===== src/rtl/expiring_key_table_defines.svh =====
// Assertion macros shared by the expiring key table RTL.
// No dependencies; included by files that carry concurrent assertions.
`ifndef EXPIRING_KEY_TABLE_DEFINES_SVH
`define EXPIRING_KEY_TABLE_DEFINES_SVH
`ifndef ASSERT_OFF
// Check that prop holds at every clock edge outside reset.
`define EKT_ASSERT(lbl, clk, rst_n, prop, msg) \
    lbl: assert property (@(posedge clk) disable iff (!(rst_n)) (prop)) else $error(msg);
// Check that post holds in the cycle after pre.
`define EKT_ASSERT_NEXT(lbl, clk, rst_n, pre, post, msg) \
    lbl: assert property (@(posedge clk) disable iff (!(rst_n)) (pre) |=> (post)) \
        else $error(msg);
`else
`define EKT_ASSERT(lbl, clk, rst_n, prop, msg)
`define EKT_ASSERT_NEXT(lbl, clk, rst_n, pre, post, msg)
`endif
`endif


===== src/rtl/ekt_pkg.sv =====
// Package for the expiring key table: sizes, mode codes, register indexes, types.
// No dependencies.
package ekt_pkg;

    localparam int SLOTS      = 8;
    localparam int SLOT_W     = (SLOTS > 1) ? $clog2(SLOTS) : 1;
    localparam int KEY_W      = 48;
    localparam int TIME_W     = 32;
    localparam int HOLD_W     = 24;
    localparam int COLOR_W    = 24;
    localparam int BYTE_W     = 8;
    localparam int MODE_W     = 2;
    localparam int CFG_ADDR_W = 8;
    localparam int CFG_DATA_W = 24;
    localparam int IN_DATA_W  = 80;
    localparam int OUT_DATA_W = 40;

    localparam logic [MODE_W-1:0] MODE_TRACK = 2'd0;
    localparam logic [MODE_W-1:0] MODE_QUERY = 2'd1;
    localparam logic [MODE_W-1:0] MODE_TICK  = 2'd2;

    localparam logic [CFG_ADDR_W-1:0] CFG_ENABLE  = 8'd0;
    localparam logic [CFG_ADDR_W-1:0] CFG_HOLD    = 8'd1;
    localparam logic [CFG_ADDR_W-1:0] CFG_COLOR   = 8'd2;
    localparam logic [CFG_ADDR_W-1:0] CFG_OPACITY = 8'd3;

    localparam logic [HOLD_W-1:0]  HOLD_RESET    = 24'd1000;
    localparam logic [COLOR_W-1:0] COLOR_RESET   = 24'hFFFFFF;
    localparam logic [BYTE_W-1:0]  OPACITY_RESET = 8'hFF;

    typedef enum logic [3:0] {
        S_IDLE = 4'b0001,
        S_READ = 4'b0010,
        S_CMP  = 4'b0100,
        S_DONE = 4'b1000
    } t_state;

endpackage


===== src/rtl/expiring_key_table.sv =====
// Expiring key table: round-robin keyed table with per-entry expiry times.
// Depends on ekt_pkg and expiring_key_table_defines.svh.
//
//  Channel   | Direction | Handshake               | Contents
//  ----------+-----------+-------------------------+--------------------------------
//  s (input) | in        | i_s_tvalid / o_s_tready | tuser: mode; tdata: key, now_time
//  m (output)| out       | o_m_tvalid / i_m_tready | tdata: result flags and bytes
//  cfg       | in        | i_cfg_we (no ready)     | register index and write data
//
// Each word walks the slots in turn, a store read (S_READ) then a compare (S_CMP) per slot,
// and then loads the output register in S_DONE; a new word is taken only back in S_IDLE,
// so words do not overlap. Track and query words that are gated off or hit early finish
// without a full scan. The key and expiry compares are the shared unit. Reset is synchronous
// and clears every valid bit at once, so no clearing pass is needed. A stalled output holds
// its word; the next result waits until it frees up.
`include "expiring_key_table_defines.svh"

module expiring_key_table (
    input  logic                              i_clk,
    input  logic                              i_rst_n,
    // Input stream.
    input  logic                              i_s_tvalid,
    output logic                              o_s_tready,
    // tdata: key [47:0], now_time [79:48]
    input  logic [ekt_pkg::IN_DATA_W-1:0]     i_s_tdata,
    // tuser: mode [1:0]
    input  logic [ekt_pkg::MODE_W-1:0]        i_s_tuser,
    // Output stream.
    output logic                              o_m_tvalid,
    input  logic                              i_m_tready,
    // tdata: found_live [0], red [8:1], green [16:9], blue [24:17], alpha [32:25],
    //        any_live [33], zero [39:34]
    output logic [ekt_pkg::OUT_DATA_W-1:0]    o_m_tdata,
    // Configuration write port.
    input  logic                              i_cfg_we,
    input  logic [ekt_pkg::CFG_ADDR_W-1:0]    i_cfg_addr,
    input  logic [ekt_pkg::CFG_DATA_W-1:0]    i_cfg_wdata
);

    import ekt_pkg::*;

    // Configuration registers.
    logic               r_enable;
    logic [HOLD_W-1:0]  r_hold;
    logic [COLOR_W-1:0] r_color;
    logic [BYTE_W-1:0]  r_opacity;

    // Entry store. A slot is occupied when its valid bit is set; an empty slot
    // is never matched, since a hit needs the valid bit.
    logic [KEY_W-1:0]   r_key_mem [SLOTS];
    logic [TIME_W-1:0]  r_exp_mem [SLOTS];
    logic [SLOTS-1:0]   r_valid, n_valid;
    logic [KEY_W-1:0]   r_rd_key;
    logic [TIME_W-1:0]  r_rd_exp;

    // Sequencer and working registers for the word in flight.
    t_state             r_state, n_state;
    logic [SLOT_W-1:0]  r_idx, n_idx;
    logic [SLOT_W-1:0]  r_next_slot, n_next_slot;
    logic [MODE_W-1:0]  r_mode, n_mode;
    logic [KEY_W-1:0]   r_key, n_key;
    logic [TIME_W-1:0]  r_now, n_now;
    logic [TIME_W-1:0]  r_exp_new, n_exp_new;
    logic               r_found, n_found;
    logic               r_live, n_live;

    // Output register.
    logic                  r_out_valid, n_out_valid;
    logic [OUT_DATA_W-1:0] r_out_data, n_out_data;

    // Store write port, driven by the compare step of a track word.
    logic               key_we;
    logic               exp_we;
    logic [SLOT_W-1:0]  wr_addr;

    logic               s_accept;
    logic               hit;
    logic               live;
    logic               last_slot;
    logic [TIME_W:0]    exp_sum;
    logic [KEY_W-1:0]   in_key;
    logic [TIME_W-1:0]  in_now;

    assign in_key     = i_s_tdata[KEY_W-1:0];
    assign in_now     = i_s_tdata[KEY_W+TIME_W-1:KEY_W];
    assign o_s_tready = (r_state == S_IDLE);
    assign s_accept   = i_s_tvalid && o_s_tready;
    assign o_m_tvalid = r_out_valid;
    assign o_m_tdata  = r_out_data;

    // New expiry for a track word saturates at the top of the time range.
    assign exp_sum = {1'b0, in_now} + {{(TIME_W + 1 - HOLD_W){1'b0}}, r_hold};

    // Shared compare unit, fed from the registered store read.
    assign hit       = r_valid[r_idx] && (r_rd_key == r_key);
    assign live      = (r_rd_exp > r_now);
    assign last_slot = (r_idx == SLOT_W'(SLOTS - 1));

    always_ff @(posedge i_clk) begin
        if (!i_rst_n) begin
            r_enable  <= 1'b0;
            r_hold    <= HOLD_RESET;
            r_color   <= COLOR_RESET;
            r_opacity <= OPACITY_RESET;
        end else if (i_cfg_we) begin
            case (i_cfg_addr)
                CFG_ENABLE:  r_enable  <= i_cfg_wdata[0];
                CFG_HOLD:    r_hold    <= i_cfg_wdata[HOLD_W-1:0];
                CFG_COLOR:   r_color   <= i_cfg_wdata[COLOR_W-1:0];
                CFG_OPACITY: r_opacity <= i_cfg_wdata[BYTE_W-1:0];
                default: begin
                end
            endcase
        end
    end

    always_comb begin
        n_state     = r_state;
        n_idx       = r_idx;
        n_next_slot = r_next_slot;
        n_mode      = r_mode;
        n_key       = r_key;
        n_now       = r_now;
        n_exp_new   = r_exp_new;
        n_found     = r_found;
        n_live      = r_live;
        n_valid     = r_valid;
        n_out_valid = r_out_valid && !i_m_tready;
        n_out_data  = r_out_data;
        key_we      = 1'b0;
        exp_we      = 1'b0;
        wr_addr     = r_idx;

        case (r_state)
            S_IDLE: begin
                if (s_accept) begin
                    n_mode    = i_s_tuser;
                    n_key     = in_key;
                    n_now     = in_now;
                    n_exp_new = exp_sum[TIME_W] ? {TIME_W{1'b1}} : exp_sum[TIME_W-1:0];
                    n_idx     = '0;
                    n_found   = 1'b0;
                    n_live    = 1'b0;
                    // Track and query skip the scan when disabled or for key zero; the unused
                    // mode code skips it too. Each still returns a result word.
                    if (i_s_tuser inside {MODE_TRACK, MODE_QUERY}) begin
                        n_state = (r_enable && (in_key != '0)) ? S_READ : S_DONE;
                    end else if (i_s_tuser == MODE_TICK) begin
                        n_state = S_READ;
                    end else begin
                        n_state = S_DONE;
                    end
                end
            end
            S_READ: begin
                n_state = S_CMP;
            end
            S_CMP: begin
                n_state = last_slot ? S_DONE : S_READ;
                n_idx   = last_slot ? r_idx : r_idx + SLOT_W'(1);
                case (r_mode)
                    MODE_TRACK: begin
                        if (hit) begin
                            // Refresh in place, even when the entry has expired.
                            exp_we  = 1'b1;
                            n_state = S_DONE;
                        end else if (last_slot) begin
                            // No entry holds the key: replace the round-robin slot.
                            key_we               = 1'b1;
                            exp_we               = 1'b1;
                            wr_addr              = r_next_slot;
                            n_valid[r_next_slot] = 1'b1;
                            n_next_slot = (r_next_slot == SLOT_W'(SLOTS - 1)) ?
                                          '0 : r_next_slot + SLOT_W'(1);
                        end
                    end
                    MODE_QUERY: begin
                        if (hit && live) begin
                            n_found = 1'b1;
                            n_state = S_DONE;
                        end
                    end
                    MODE_TICK: begin
                        if (r_valid[r_idx]) begin
                            if (live) begin
                                n_live = 1'b1;
                            end else begin
                                n_valid[r_idx] = 1'b0;
                            end
                        end
                    end
                    default: begin
                        n_state = S_DONE;
                    end
                endcase
            end
            S_DONE: begin
                if (!r_out_valid || i_m_tready) begin
                    n_out_valid = 1'b1;
                    n_out_data  = {
                        {(OUT_DATA_W - 34){1'b0}},
                        r_live,
                        r_found ? r_opacity     : {BYTE_W{1'b0}},
                        r_found ? r_color[7:0]  : {BYTE_W{1'b0}},
                        r_found ? r_color[15:8] : {BYTE_W{1'b0}},
                        r_found ? r_color[23:16] : {BYTE_W{1'b0}},
                        r_found
                    };
                    n_state = S_IDLE;
                end
            end
            default: begin
                n_state = S_IDLE;
            end
        endcase
    end

    always_ff @(posedge i_clk) begin
        if (!i_rst_n) begin
            r_state     <= S_IDLE;
            r_idx       <= '0;
            r_next_slot <= '0;
            r_valid     <= '0;
            r_out_valid <= 1'b0;
            r_found     <= 1'b0;
            r_live      <= 1'b0;
        end else begin
            r_state     <= n_state;
            r_idx       <= n_idx;
            r_next_slot <= n_next_slot;
            r_valid     <= n_valid;
            r_out_valid <= n_out_valid;
            r_found     <= n_found;
            r_live      <= n_live;
        end
    end

    always_ff @(posedge i_clk) begin
        r_mode     <= n_mode;
        r_key      <= n_key;
        r_now      <= n_now;
        r_exp_new  <= n_exp_new;
        r_out_data <= n_out_data;
    end

    // Entry store: one write port, one registered read port at the scan index.
    always_ff @(posedge i_clk) begin
        if (key_we) begin
            r_key_mem[wr_addr] <= r_key;
        end
        if (exp_we) begin
            r_exp_mem[wr_addr] <= r_exp_new;
        end
        r_rd_key <= r_key_mem[r_idx];
        r_rd_exp <= r_exp_mem[r_idx];
    end

    `EKT_ASSERT_NEXT(a_accept_leaves_idle, i_clk, i_rst_n, s_accept,
        r_state != S_IDLE, "accepted word did not start the sequencer")
    `EKT_ASSERT(a_found_and_live_exclusive, i_clk, i_rst_n,
        !(r_out_valid && r_out_data[0] && r_out_data[33]), "query and tick flags both set")
    `EKT_ASSERT(a_bytes_only_when_found, i_clk, i_rst_n,
        !(r_out_valid && !r_out_data[0] && (r_out_data[32:1] != '0)), "color bytes without a hit")
    `EKT_ASSERT_NEXT(a_stalled_result_waits, i_clk, i_rst_n,
        (r_state == S_DONE) && r_out_valid && !i_m_tready, r_state == S_DONE,
        "result overwrote a stalled word")

endmodule

===== config.mk =====
export PLATFORM = sky130hd
export DESIGN_NAME = expiring_key_table
export DESIGN_NICKNAME = d
export VERILOG_FILES = /design/src/rtl/ekt_pkg.sv /design/src/rtl/expiring_key_table.sv
export VERILOG_INCLUDE_DIRS = /design/src /design/src/rtl
export SDC_FILE = /design/constraint.sdc
export NUM_CORES = 1
export LEC_CHECK = 0
export ABC_AREA = 1
export ABC_CLOCK_PERIOD_IN_PS = 14100
export BUFFER_PORTS_ARGS = -buffer_cell sky130_fd_sc_hd__buf_2
export CAP_MARGIN = 30
export CORE_MARGIN = 2
export CORE_UTILIZATION = 55
export CTS_BUF_LIST = sky130_fd_sc_hd__clkbuf_4 sky130_fd_sc_hd__clkbuf_8 sky130_fd_sc_hd__clkbuf_16
export CTS_CLUSTER_DIAMETER = 60
export CTS_CLUSTER_SIZE = 24
export DETAILED_ROUTE_END_ITERATION = 10
export PLACE_DENSITY = 0.75
export RECOVER_POWER = 50
export SLEW_MARGIN = 20
export SYNTH_ARGS = -nofsm -noshare
export SYNTH_HDL_FRONTEND = slang
export SYNTH_SLANG_ARGS = --single-unit

===== constraint.sdc =====
create_clock -name i_clk -period 14.1 [get_ports i_clk]
set_input_delay 2.115 -clock i_clk [delete_from_list [all_inputs] [get_ports i_clk]]
set_output_delay 2.115 -clock i_clk [all_outputs]
set_load 0.05 [all_outputs]

## After elaboration in Yosys (flattened, before gate mapping)

Memory sizes are Yosys's and may differ from the RTL's. A register that Yosys moved wholly into a read port is not among the register bits.
Index checks and enable logic that the tools add are counted.

| word-level totals | value |
|---|---|
| memory bits (writable) | 640 |
| memories | 2 |
| register bits after elaboration | 226 |

Memory list:

| memory | depth | bits a word | rd ports | clocked after memory_dff | wr ports | RTL line | text |
|---|---|---|---|---|---|---|---|
| r_key_mem | 8 | 48 | 1 | 1 | 1 | expiring_key_table.sv:50 | `logic [KEY_W-1:0] r_key_mem [SLOTS];` |
| r_exp_mem | 8 | 32 | 1 | 1 | 1 | expiring_key_table.sv:51 | `logic [TIME_W-1:0] r_exp_mem [SLOTS];` |

| cells by class | value |
|---|---|
| add/sub/neg operators | 3 |
| reduce and logical (&&, ||, !) cells | 29 |
| bitwise logic cells | 4 |
| magnitude comparators | 5 |
| multiplexer cells | 50 |
| equal/unequal tests | 26 |

Operators with widths:

| kind | count |
|---|---|
| $eq 48x48->1 | 1 |
| $reduce_bool 48->1 | 1 |
| $add 32x24->33 | 1 |
| $gt 32x32->1 | 1 |
| $mux 4 | 8 |
| $mux 8 | 4 |
| $mux 1 | 22 |
| $mux 3 | 7 |
| $ne 2x2->1 const B | 10 |
| $eq 8x2->1 const B | 2 |
| $pmux 4 s4 | 1 |
| $pmux 8 s2 | 1 |
| $reduce_and 2->1 | 7 |
| $pmux 4 s3 | 1 |
| $and 8x8->8 | 1 |
| $eq 8x1->1 const B | 1 |
| $logic_not 8->1 | 1 |
| $lt 3x4->1 const B | 2 |
| $not 8->8 | 1 |
| $or 8x8->8 | 1 |
| $reduce_and 4->1 | 2 |
| $logic_and 1x1->1 | 7 |
| $add 3x1->3 const B | 2 |
| $demux 1 s3 | 2 |
| other kinds (20) | 30 |

## Depth between registers and ports, before layout

Gate-level depths: netlist (run 1).

| logic depth | value |
|---|---|
| depth after elaboration | 9 |
| mapped depth | 19 |
| mapped depth without buffers | 19 |

## Least setup slack after synthesis (run 1)

OpenSTA, ideal clock, no wires.

| path | value |
|---|---|
| path kind | in2reg |
| start point | input port i_s_tvalid |
| end point | register r_exp_new[0], enable pin |
| data arrival time | 6888 ps |
| data required time | 13511 ps |
| path slack | 6623 ps |
| cell stages on the path | 2 |
| path buffers | 0 |
| cells stage by stage | inv_1 > nor2_1 |

| on the way | value |
|---|---|
| cells in the longest elaborated chain, start to end | 2 |

Ends and longest elaborated chain:

| item | RTL line | text |
|---|---|---|
| start: declaration | expiring_key_table.sv:22 | `input logic i_s_tvalid,` |
| $logic_and 1x1->1 | expiring_key_table.sv:87 | `assign s_accept = i_s_tvalid && o_s_tready;` |
| $reduce_and 2->1 (no line) | n/a |  |
| end signal: assignment | expiring_key_table.sv:242 | `r_exp_new <= n_exp_new;` |
| end: declaration | expiring_key_table.sv:63 | `logic [TIME_W-1:0] r_exp_new, n_exp_new;` |

No other way between the ends.
A chain may end at the register's enable or synchronous reset.

==> qor.csv, run 1 <==
stage,metric,value,unit
sta,crit share post-route,0.443,
die,core area,64600,sq um
pwr,PD cells,172,nW/um^2
run_status,status,"complete, but fails checks",
cells_and_area,Layout area overhead,9.96,%
min_path,Hold Crit Class,reg -> reg,
job,MaxCap Viol Count,3,
pwr,Leak,14.4,nW
synth,Post-synth EDFFs,788,
sta,endpoints failing hold,0,
sta,Slew HR,-1.73,
synth,Yosys reg bits,946,
global_routing,largest net degree at the start of global routing,72,
clocking,Max H-tree Level,2,
critical_path,worst setup path class,reg -> reg,
min_path,Hold Startpoint,r_live$_SDFFE_PN0P_,
routing,DR vias/cell,5.93,
routing,vias after detailed routing,22300,
synth,synth top area cells,"edfxtp_1 66%, dfxtp_1 8.8%, nand2_1 5.3%, inv_1 2.4%, ha_1 2.1%",
critical_path,CP Data Required Time,14660,ps
sta,setup_tns,0,ps
synth,top cell type by total area after synthesis,edfxtp_1,
critical_path,crit start category,register,
critical_path,worst-case reg-to-reg path depth,6,
clocking,clk_lat worst skew,670,ps
pwr,total power,0.00683,W
critical_path,WP data arrival,6810,ps
synth,Syn Area/Cell,13.3,sq um
routing,drt first-iter violations,2570,
placement,IO Port Bufs,154,
cells_and_area,Nets,3029,
clocking,Clock Sinks,946,
critical_path,"Slowest-stage cell, CP",clkbuf_1,
sta,worst slew pin tran,4100,ps
placement,RePlAce Congestion,0.906,
clocking,clock root buffer,clkbuf_16,
cells_and_area,fin util,0.613,
sta,final setup fails,0,
synth,Syn Std Cell Area,36000,sq um
critical_path,Crit Path Max Fanout,55,
routing,post-route ant nets,0,
clocking,hold-fix buffers at CTS,0,
global_routing,GRT Overall Usage,0.253,
clocking,Num CTS Buffers,52,
global_routing,gr ovfl total,0,
cells_and_area,"non-filler cells, final",3750,
clocking,Bufs on Longest Clock Path,3,
sta,FMAX,160,MHz
synth,post-synth cell types,54,
critical_path,crit-path cells,"clkinv_1, nor3_1, clkbuf_1, clkbuf_1, a221oi_1, nand4_1",
clocking,clock-pin slew on the worst setup and hold paths,90,ps
synth,share of the synthesized area in the top cell type,0.657,
synth,"Seq/Total Area, Yosys",0.745,
placement,Detail Placement HPWL,51.2,mm
critical_path,cell mode on critical path,clkbuf_1,
sta,Worst Skew,44.6,ps
sta,unrepaired setup endpoints after global routing,false,
cells_and_area,post-route cell area,39600,sq um
pwr,maximum VDD drop,122,uV
global_routing,vias in the first global route,21700,
critical_path,crit end category,register,
placement,Post-DP Area,37900,sq um
critical_path,max incr delay on CP,2960,ps
global_routing,global-route wire length before repair,128,mm
die,Starting Density,0.558,
die,FP Rows,93,
die,DIE WIDTH,260,um
routing,Residual DRC,0,
routing,first drt pass iteration count,6,
synth,"Top FF cell, synth",edfxtp_1,
clocking,setup bufs post-CTS,0,
routing,WL final,86.6,mm
clocking,# resized after CTS,0,
routing,Wirelength per Cell,23.1,um
sta,max-slew violations,180,
die,die area,67500,sq um
min_path,hold path cells,0,
die,Chip Height,260,um
critical_path,RR Startpoint,r_idx[2]$_SDFFE_PN0P_,
clocking,TritonCTS clock tree,done,
die,# IOs,161,
placement,Post-Place Cells,3649,
synth,Synth Instances,2698,
sta,"Min Clock Period, post-route",6250,ps
synth,Post-synth ARST share,0,
synth,Synthesis Warnings,0,
critical_path,Critical Path Source,r_idx[2]$_SDFFE_PN0P_,
global_routing,initial antenna violation count,4,
cells_and_area,share of cells above drive strength 1,0.0892,
run_status,failing checks,"max-capacitance violations, max-slew violations",
## synth_stat cells, types with 4 or more instances
master    number
inv_1        228
nor2_1       147
a21o_1         5
a21oi_1       75
nor3_2         6
dfxtp_1      158
o21ai_0       94
nor4_1        14
nor3_1        34
o21bai_1       6
or2_2         10
buf_1         10
nand4_1       91
xor2_1         8
o21ai_1        4
nand3_1       79
ha_1          60
edfxtp_1     788
buf_4          6
nand2_1      510
buf_2         17
clkbuf_1      65
a31oi_1        5
a22o_1        63
a221oi_1      74
a22oi_1       95
## report_power, final
part / internal (W) / total [W] / switching (W)
Clock: 0.000819 / 0.00174 / 0.000916
Combinational: 0.000456 / 0.00142 / 0.000964
Sequential: 0.00342 / 0.00367 / 0.000250
Total: 0.00470 / 0.00683 / 0.00213
## metrics by stage
step | hold slack (ps) | worst slack (ps)
after floorplan | 406 | 6620
after global placement | 436 | 8710
after detailed placement | 427 | 9190
after CTS | 450 | 9860
after global routing | 459 | 7570
final | 453 | 7850
## per-layer routing
metal  track usage  up-vias  share of wire
met1         0.343    10900           0.39
met3        0.0273      188          0.082
met5             0        -        0.00015
met2         0.426     1068           0.49
met4        0.0905        2          0.033
li1              -    10100              -
## logic make-up after synthesis
logic type / after synthesis / share of synthesized area
AOI/OAI and AO/OA: 440 / 0.0848
xor gates and xnor gates: 11 / 0.00268
adders and majority gates: 61 / 0.0214
buffers and inverters: 333 / 0.0364
DFF: 946 / 0.745
other: 1 / 0.000104
and+or+nand+nor: 906 / 0.110
## layout make-up
type	count	area (sq um)
flip-flops and latches	946	26800
fillers	4819	25000
multi-input cells	1424	8030
clock buffers	75	1500
well taps	855	1070
repair buffers	192	966
inverters	233	875
clock inverters	23	330
diodes	2	5.00
## registers in the layout, indices dropped and copies added (netlist names), 24 cells and up
signal     count
r_now         32
r_color       24
r_key_mem    384
r_rd_key      48
r_hold        24
o_m_tdata     34
r_rd_exp      32
r_key         48
r_exp_new     32
r_exp_mem    256
## path summary, 6_finish.rpt
check / endpoint / slack [ps]
worst max register to register: r_rd_key[11]$_DFF_P_ / 7850
worst min register to register: o_m_tdata[33]$_DFFE_PP_ / 450
worst max-delay path: r_rd_key[11]$_DFF_P_ / 7850
worst min-delay path: o_m_tdata[33]$_DFFE_PP_ / 450
## critical path: cells and delay by family, from the launching register on
family,cells,cell delay (ps)
compound gates,1,360
buf+inv,3,4520
flops,1,670
simple gates,2,600
## cell usage in the layout, fill, tap and decap left out, drive strengths merged, types with 6 or more instances in the layout
cell    netlist  routed
edfxtp      788     788
nand2       514     514
inv         231     241
dfxtp       158     158
clkbuf       65     157
nor2        148     148
buf          35     110
o21ai       101     101
a22oi        95      95
nand4        92      92
nand3        80      80
a21oi        75      75
a221oi       74      74
a22o         63      63
ha           60      60
nor3         41      41
nor4         14      14
or2          11      11
clkinv        2      10
xor2          8       8
o21bai        6       6
conb          1       6
Note: power is estimated with default switching activity, not from simulation.
==> inputs of run 2 (changes only) <==
ABC_CLOCK_PERIOD_IN_PS = 5650   (was 14100)
PLACE_DENSITY = 0.78   (was 0.75)
clock period = 5.65 ns   (was 14.1 ns; I/O delays follow)
==> qor.csv, run 2 (synthesis gave the netlist of run 1 again) <==
stage,metric,value,unit,change
sta,setup_tns,0,ps,unchanged
sta,Worst Skew,32.6,ps,was 44.6 ps
cells_and_area,Top Registers,"r_key_mem: 384 flops, r_exp_mem: 256 flops",,unchanged
clocking,clk_lat worst skew,660,ps,was 670 ps
cells_and_area,"leading cell types in the layout, fill and taps excluded","788 x edfxtp_1, 510 x nand2_1, 228 x inv_1, 158 x dfxtp_1, 142 x nor2_1",,unchanged
pwr,Psw,0.00543,W,was 0.00213 W
critical_path,Crit Path Max Fanout,114,,was 55
pwr,PD cells,432,nW/um^2,was 172 nW/um^2
sta,FMAX,228,MHz,was 160 MHz
clocking,TritonCTS clock tree,done,,unchanged
die,DIE WIDTH,260,um,unchanged
pwr,Gate power share,0.208,,about the same
critical_path,RR Startpoint,r_state[3]$_SDFFE_PN0P_,,was r_idx[2]$_SDFFE_PN0P_
critical_path,WP data arrival,4570,ps,was 6810 ps
clocking,Max H-tree Level,2,,unchanged
global_routing,global-route wire length before repair,131,mm,was 128 mm
pwr,Clk pwr share,0.256,,was 0.254
placement,pre-CTS setup slack,1610,ps,was 9190 ps
critical_path,worst setup path class,reg -> reg,,unchanged
cells_and_area,Nets,3030,,was 3029
routing,post-route ant nets,0,,unchanged
min_path,hold path cells,1,,was 0
pwr,Sequential Power Share,0.536,,was 0.538
routing,drt first-iter violations,2604,,was 2570
min_path,Hold Crit Class,in -> reg,,was reg -> reg
cells_and_area,max reg flops,384,,unchanged
clocking,clock root buffer,clkbuf_16,,unchanged
cells_and_area,share of cells above drive strength 1,0.0777,,was 0.0892
sta,Worst Hold Margin,396,ps,was 453 ps
die,die area,67500,sq um,unchanged
die,FP Rows,93,,unchanged
sta,crit share post-route,0.776,,was 0.443
critical_path,worst-case reg-to-reg path depth,6,,unchanged
job,MaxCap Viol Count,2,,was 3
global_routing,GRT Overall Usage,0.256,,was 0.253
pwr,maximum VDD drop,390,uV,was 122 uV
min_path,Hold Startpoint,i_s_tdata[42],,was r_live$_SDFFE_PN0P_
sta,final setup fails,0,,unchanged
routing,WL final,87.4,mm,was 86.6 mm
cells_and_area,"leading cell type in the layout, fill and taps excluded",edfxtp_1,,unchanged
critical_path,CP Data Required Time,5830,ps,was 14660 ps
routing,Residual DRC,0,,unchanged
clocking,clock-pin slew on the worst setup and hold paths,90,ps,about the same
die,Starting Density,0.558,,unchanged
sta,Slew HR,-1.29,,was -1.73
clocking,Clock Sinks,946,,unchanged
critical_path,crit end category,register,,unchanged
pwr,Internal,0.0117,W,was 0.00470 W
run_status,status,"complete, but fails checks",,unchanged
critical_path,RR Endpoint,r_key[21]$_DFFE_PP_,,was r_rd_key[11]$_DFF_P_
global_routing,largest net degree at the start of global routing,115,,was 72
placement,Post-DP Area,38000,sq um,was 37900 sq um
critical_path,Buf/Inv on CP,3,,unchanged
die,core area,64600,sq um,unchanged
critical_path,max incr delay on CP,2380,ps,was 2960 ps
clocking,# resized after CTS,0,,unchanged
routing,vias after detailed routing,22500,,was 22300
run_status,failing checks,"max-capacitance violations, max-slew violations",,unchanged
sta,"Min Clock Period, post-route",4380,ps,was 6250 ps
sta,max-slew violations,187,,was 180
sta,Worst Slack Setup Final,1270,ps,was 7850 ps
cells_and_area,Layout area overhead,10.1,%,was 9.96%
cells_and_area,number of fill cells,4739,,was 4819
clocking,hold-fix buffers at CTS,0,,unchanged
critical_path,Crit path max-delay family,buffers and inverters,,unchanged
pwr,Sw Share,0.317,,was 0.312
routing,Wirelength per Cell,23.3,um,was 23.1 um
routing,first drt pass iteration count,6,,unchanged
routing,DR vias/cell,6.01,,was 5.93
placement,RePlAce Congestion,0.880,,was 0.906
critical_path,R2R Setup Slk,1270,ps,was 7850 ps
pwr,Leak,14.3,nW,was 14.4 nW
critical_path,cell mode on critical path,inv_1,,was clkbuf_1
critical_path,"Slowest-stage cell, CP",clkbuf_2,,was clkbuf_1
sta,worst slew pin tran,3440,ps,was 4100 ps
die,# IOs,161,,unchanged
global_routing,initial antenna violation count,6,,was 4
sta,endpoints failing hold,0,,unchanged
min_path,hold endpoint,r_key[42]$_DFFE_PP_,,was o_m_tdata[33]$_DFFE_PP_
cells_and_area,fin util,0.614,,was 0.613
cells_and_area,Largest Register,r_key_mem,,unchanged
sta,unrepaired setup endpoints after global routing,false,,unchanged
cells_and_area,post-route cell area,39700,sq um,was 39600 sq um
critical_path,crit start category,register,,unchanged
die,Chip Height,260,um,unchanged
clocking,Num CTS Buffers,54,,was 52
placement,Detail Placement HPWL,52.1,mm,was 51.2 mm
global_routing,vias in the first global route,22600,,was 21700
clocking,Bufs on Longest Clock Path,3,,unchanged
clocking,setup bufs post-CTS,0,,unchanged
critical_path,crit-path cells,"nor2_1, inv_1, nor3_1, inv_1, nor2_4, clkbuf_2",,"was clkinv_1, nor3_1, clkbuf_1, clkbuf_1, a221oi_1, nand4_1"
global_routing,gr ovfl total,0,,unchanged
placement,IO Port Bufs,154,,unchanged
==> run 2: area by class of cell <==
type / count / area, sq um / area share
Timing Repair Buffer: 191 / 975 / 0.0246
Clock buffer: 74 / 1510 / 0.0380
Sequential cell: 946 / 26800 / 0.677
Multi-Input combinational cell: 1424 / 8040 / 0.203
Antenna cell: 1 / 2.50 / 0.0000631
Inverter: 233 / 875 / 0.0221
Tap cell: 855 / 1070 / 0.0270
Clock inverter: 28 / 359 / 0.00906
==> run 2: worst reg2reg max path: stages, from the launching register on <==
cell      delay (ps)
dfxtp_1          360
nor2_1           160
inv_1             60
nor3_1           560
inv_1            190
nor2_4           110
clkbuf_2        2380
==> run 2: power by group through the flow <==
stage	clock network, W	registers (W)	logic, W
2_1_floorplan	0	0.00910	0.00231
3_3_place_gp	0	0.00922	0.00340
3_5_place_dp	0	0.00927	0.00354
4_1_cts	0.00443	0.00913	0.00359
5_1_grt	0.00466	0.00926	0.00390
6_report	0.00439	0.00918	0.00357
==> run 2: per-stage QoR <==
step | power, W | cells
3_3_place_gp | 0.0126 | 3642
2_1_floorplan | 0.0114 | 2703
3_5_place_dp | 0.0128 | 3648
6_report | 0.0171 | 3752
4_1_cts | 0.0171 | 3750
5_1_grt | 0.0178 | 3751
==> run 2: metal layers <==
metal  part of all wire  global-route usage
met5            0.00077                   0
met4              0.028              0.0782
met3              0.089              0.0376
met2               0.50               0.445
met1               0.38               0.334
==> run 2: worst max path at each step <==
stage | start | to | cells past startpoint
2_1_floorplan | r_idx[0]$_SDFFE_PN0P_ | r_key_mem[5][0]$_DFFE_PP_ | 16
3_3_place_gp | i_s_tdata[48] | r_exp_new[26]$_SDFFCE_PP1P_ | 12
3_5_place_dp | r_idx[0]$_SDFFE_PN0P_ | r_exp_mem[3][21]$_DFFE_PP_ | 15
4_1_cts | r_idx[0]$_SDFFE_PN0P_ | r_exp_mem[3][21]$_DFFE_PP_ | 15
5_1_grt | r_state[3]$_SDFFE_PN0P_ | r_now[26]$_DFFE_PP_ | 6
6_report | r_state[3]$_SDFFE_PN0P_ | r_key[21]$_DFFE_PP_ | 6
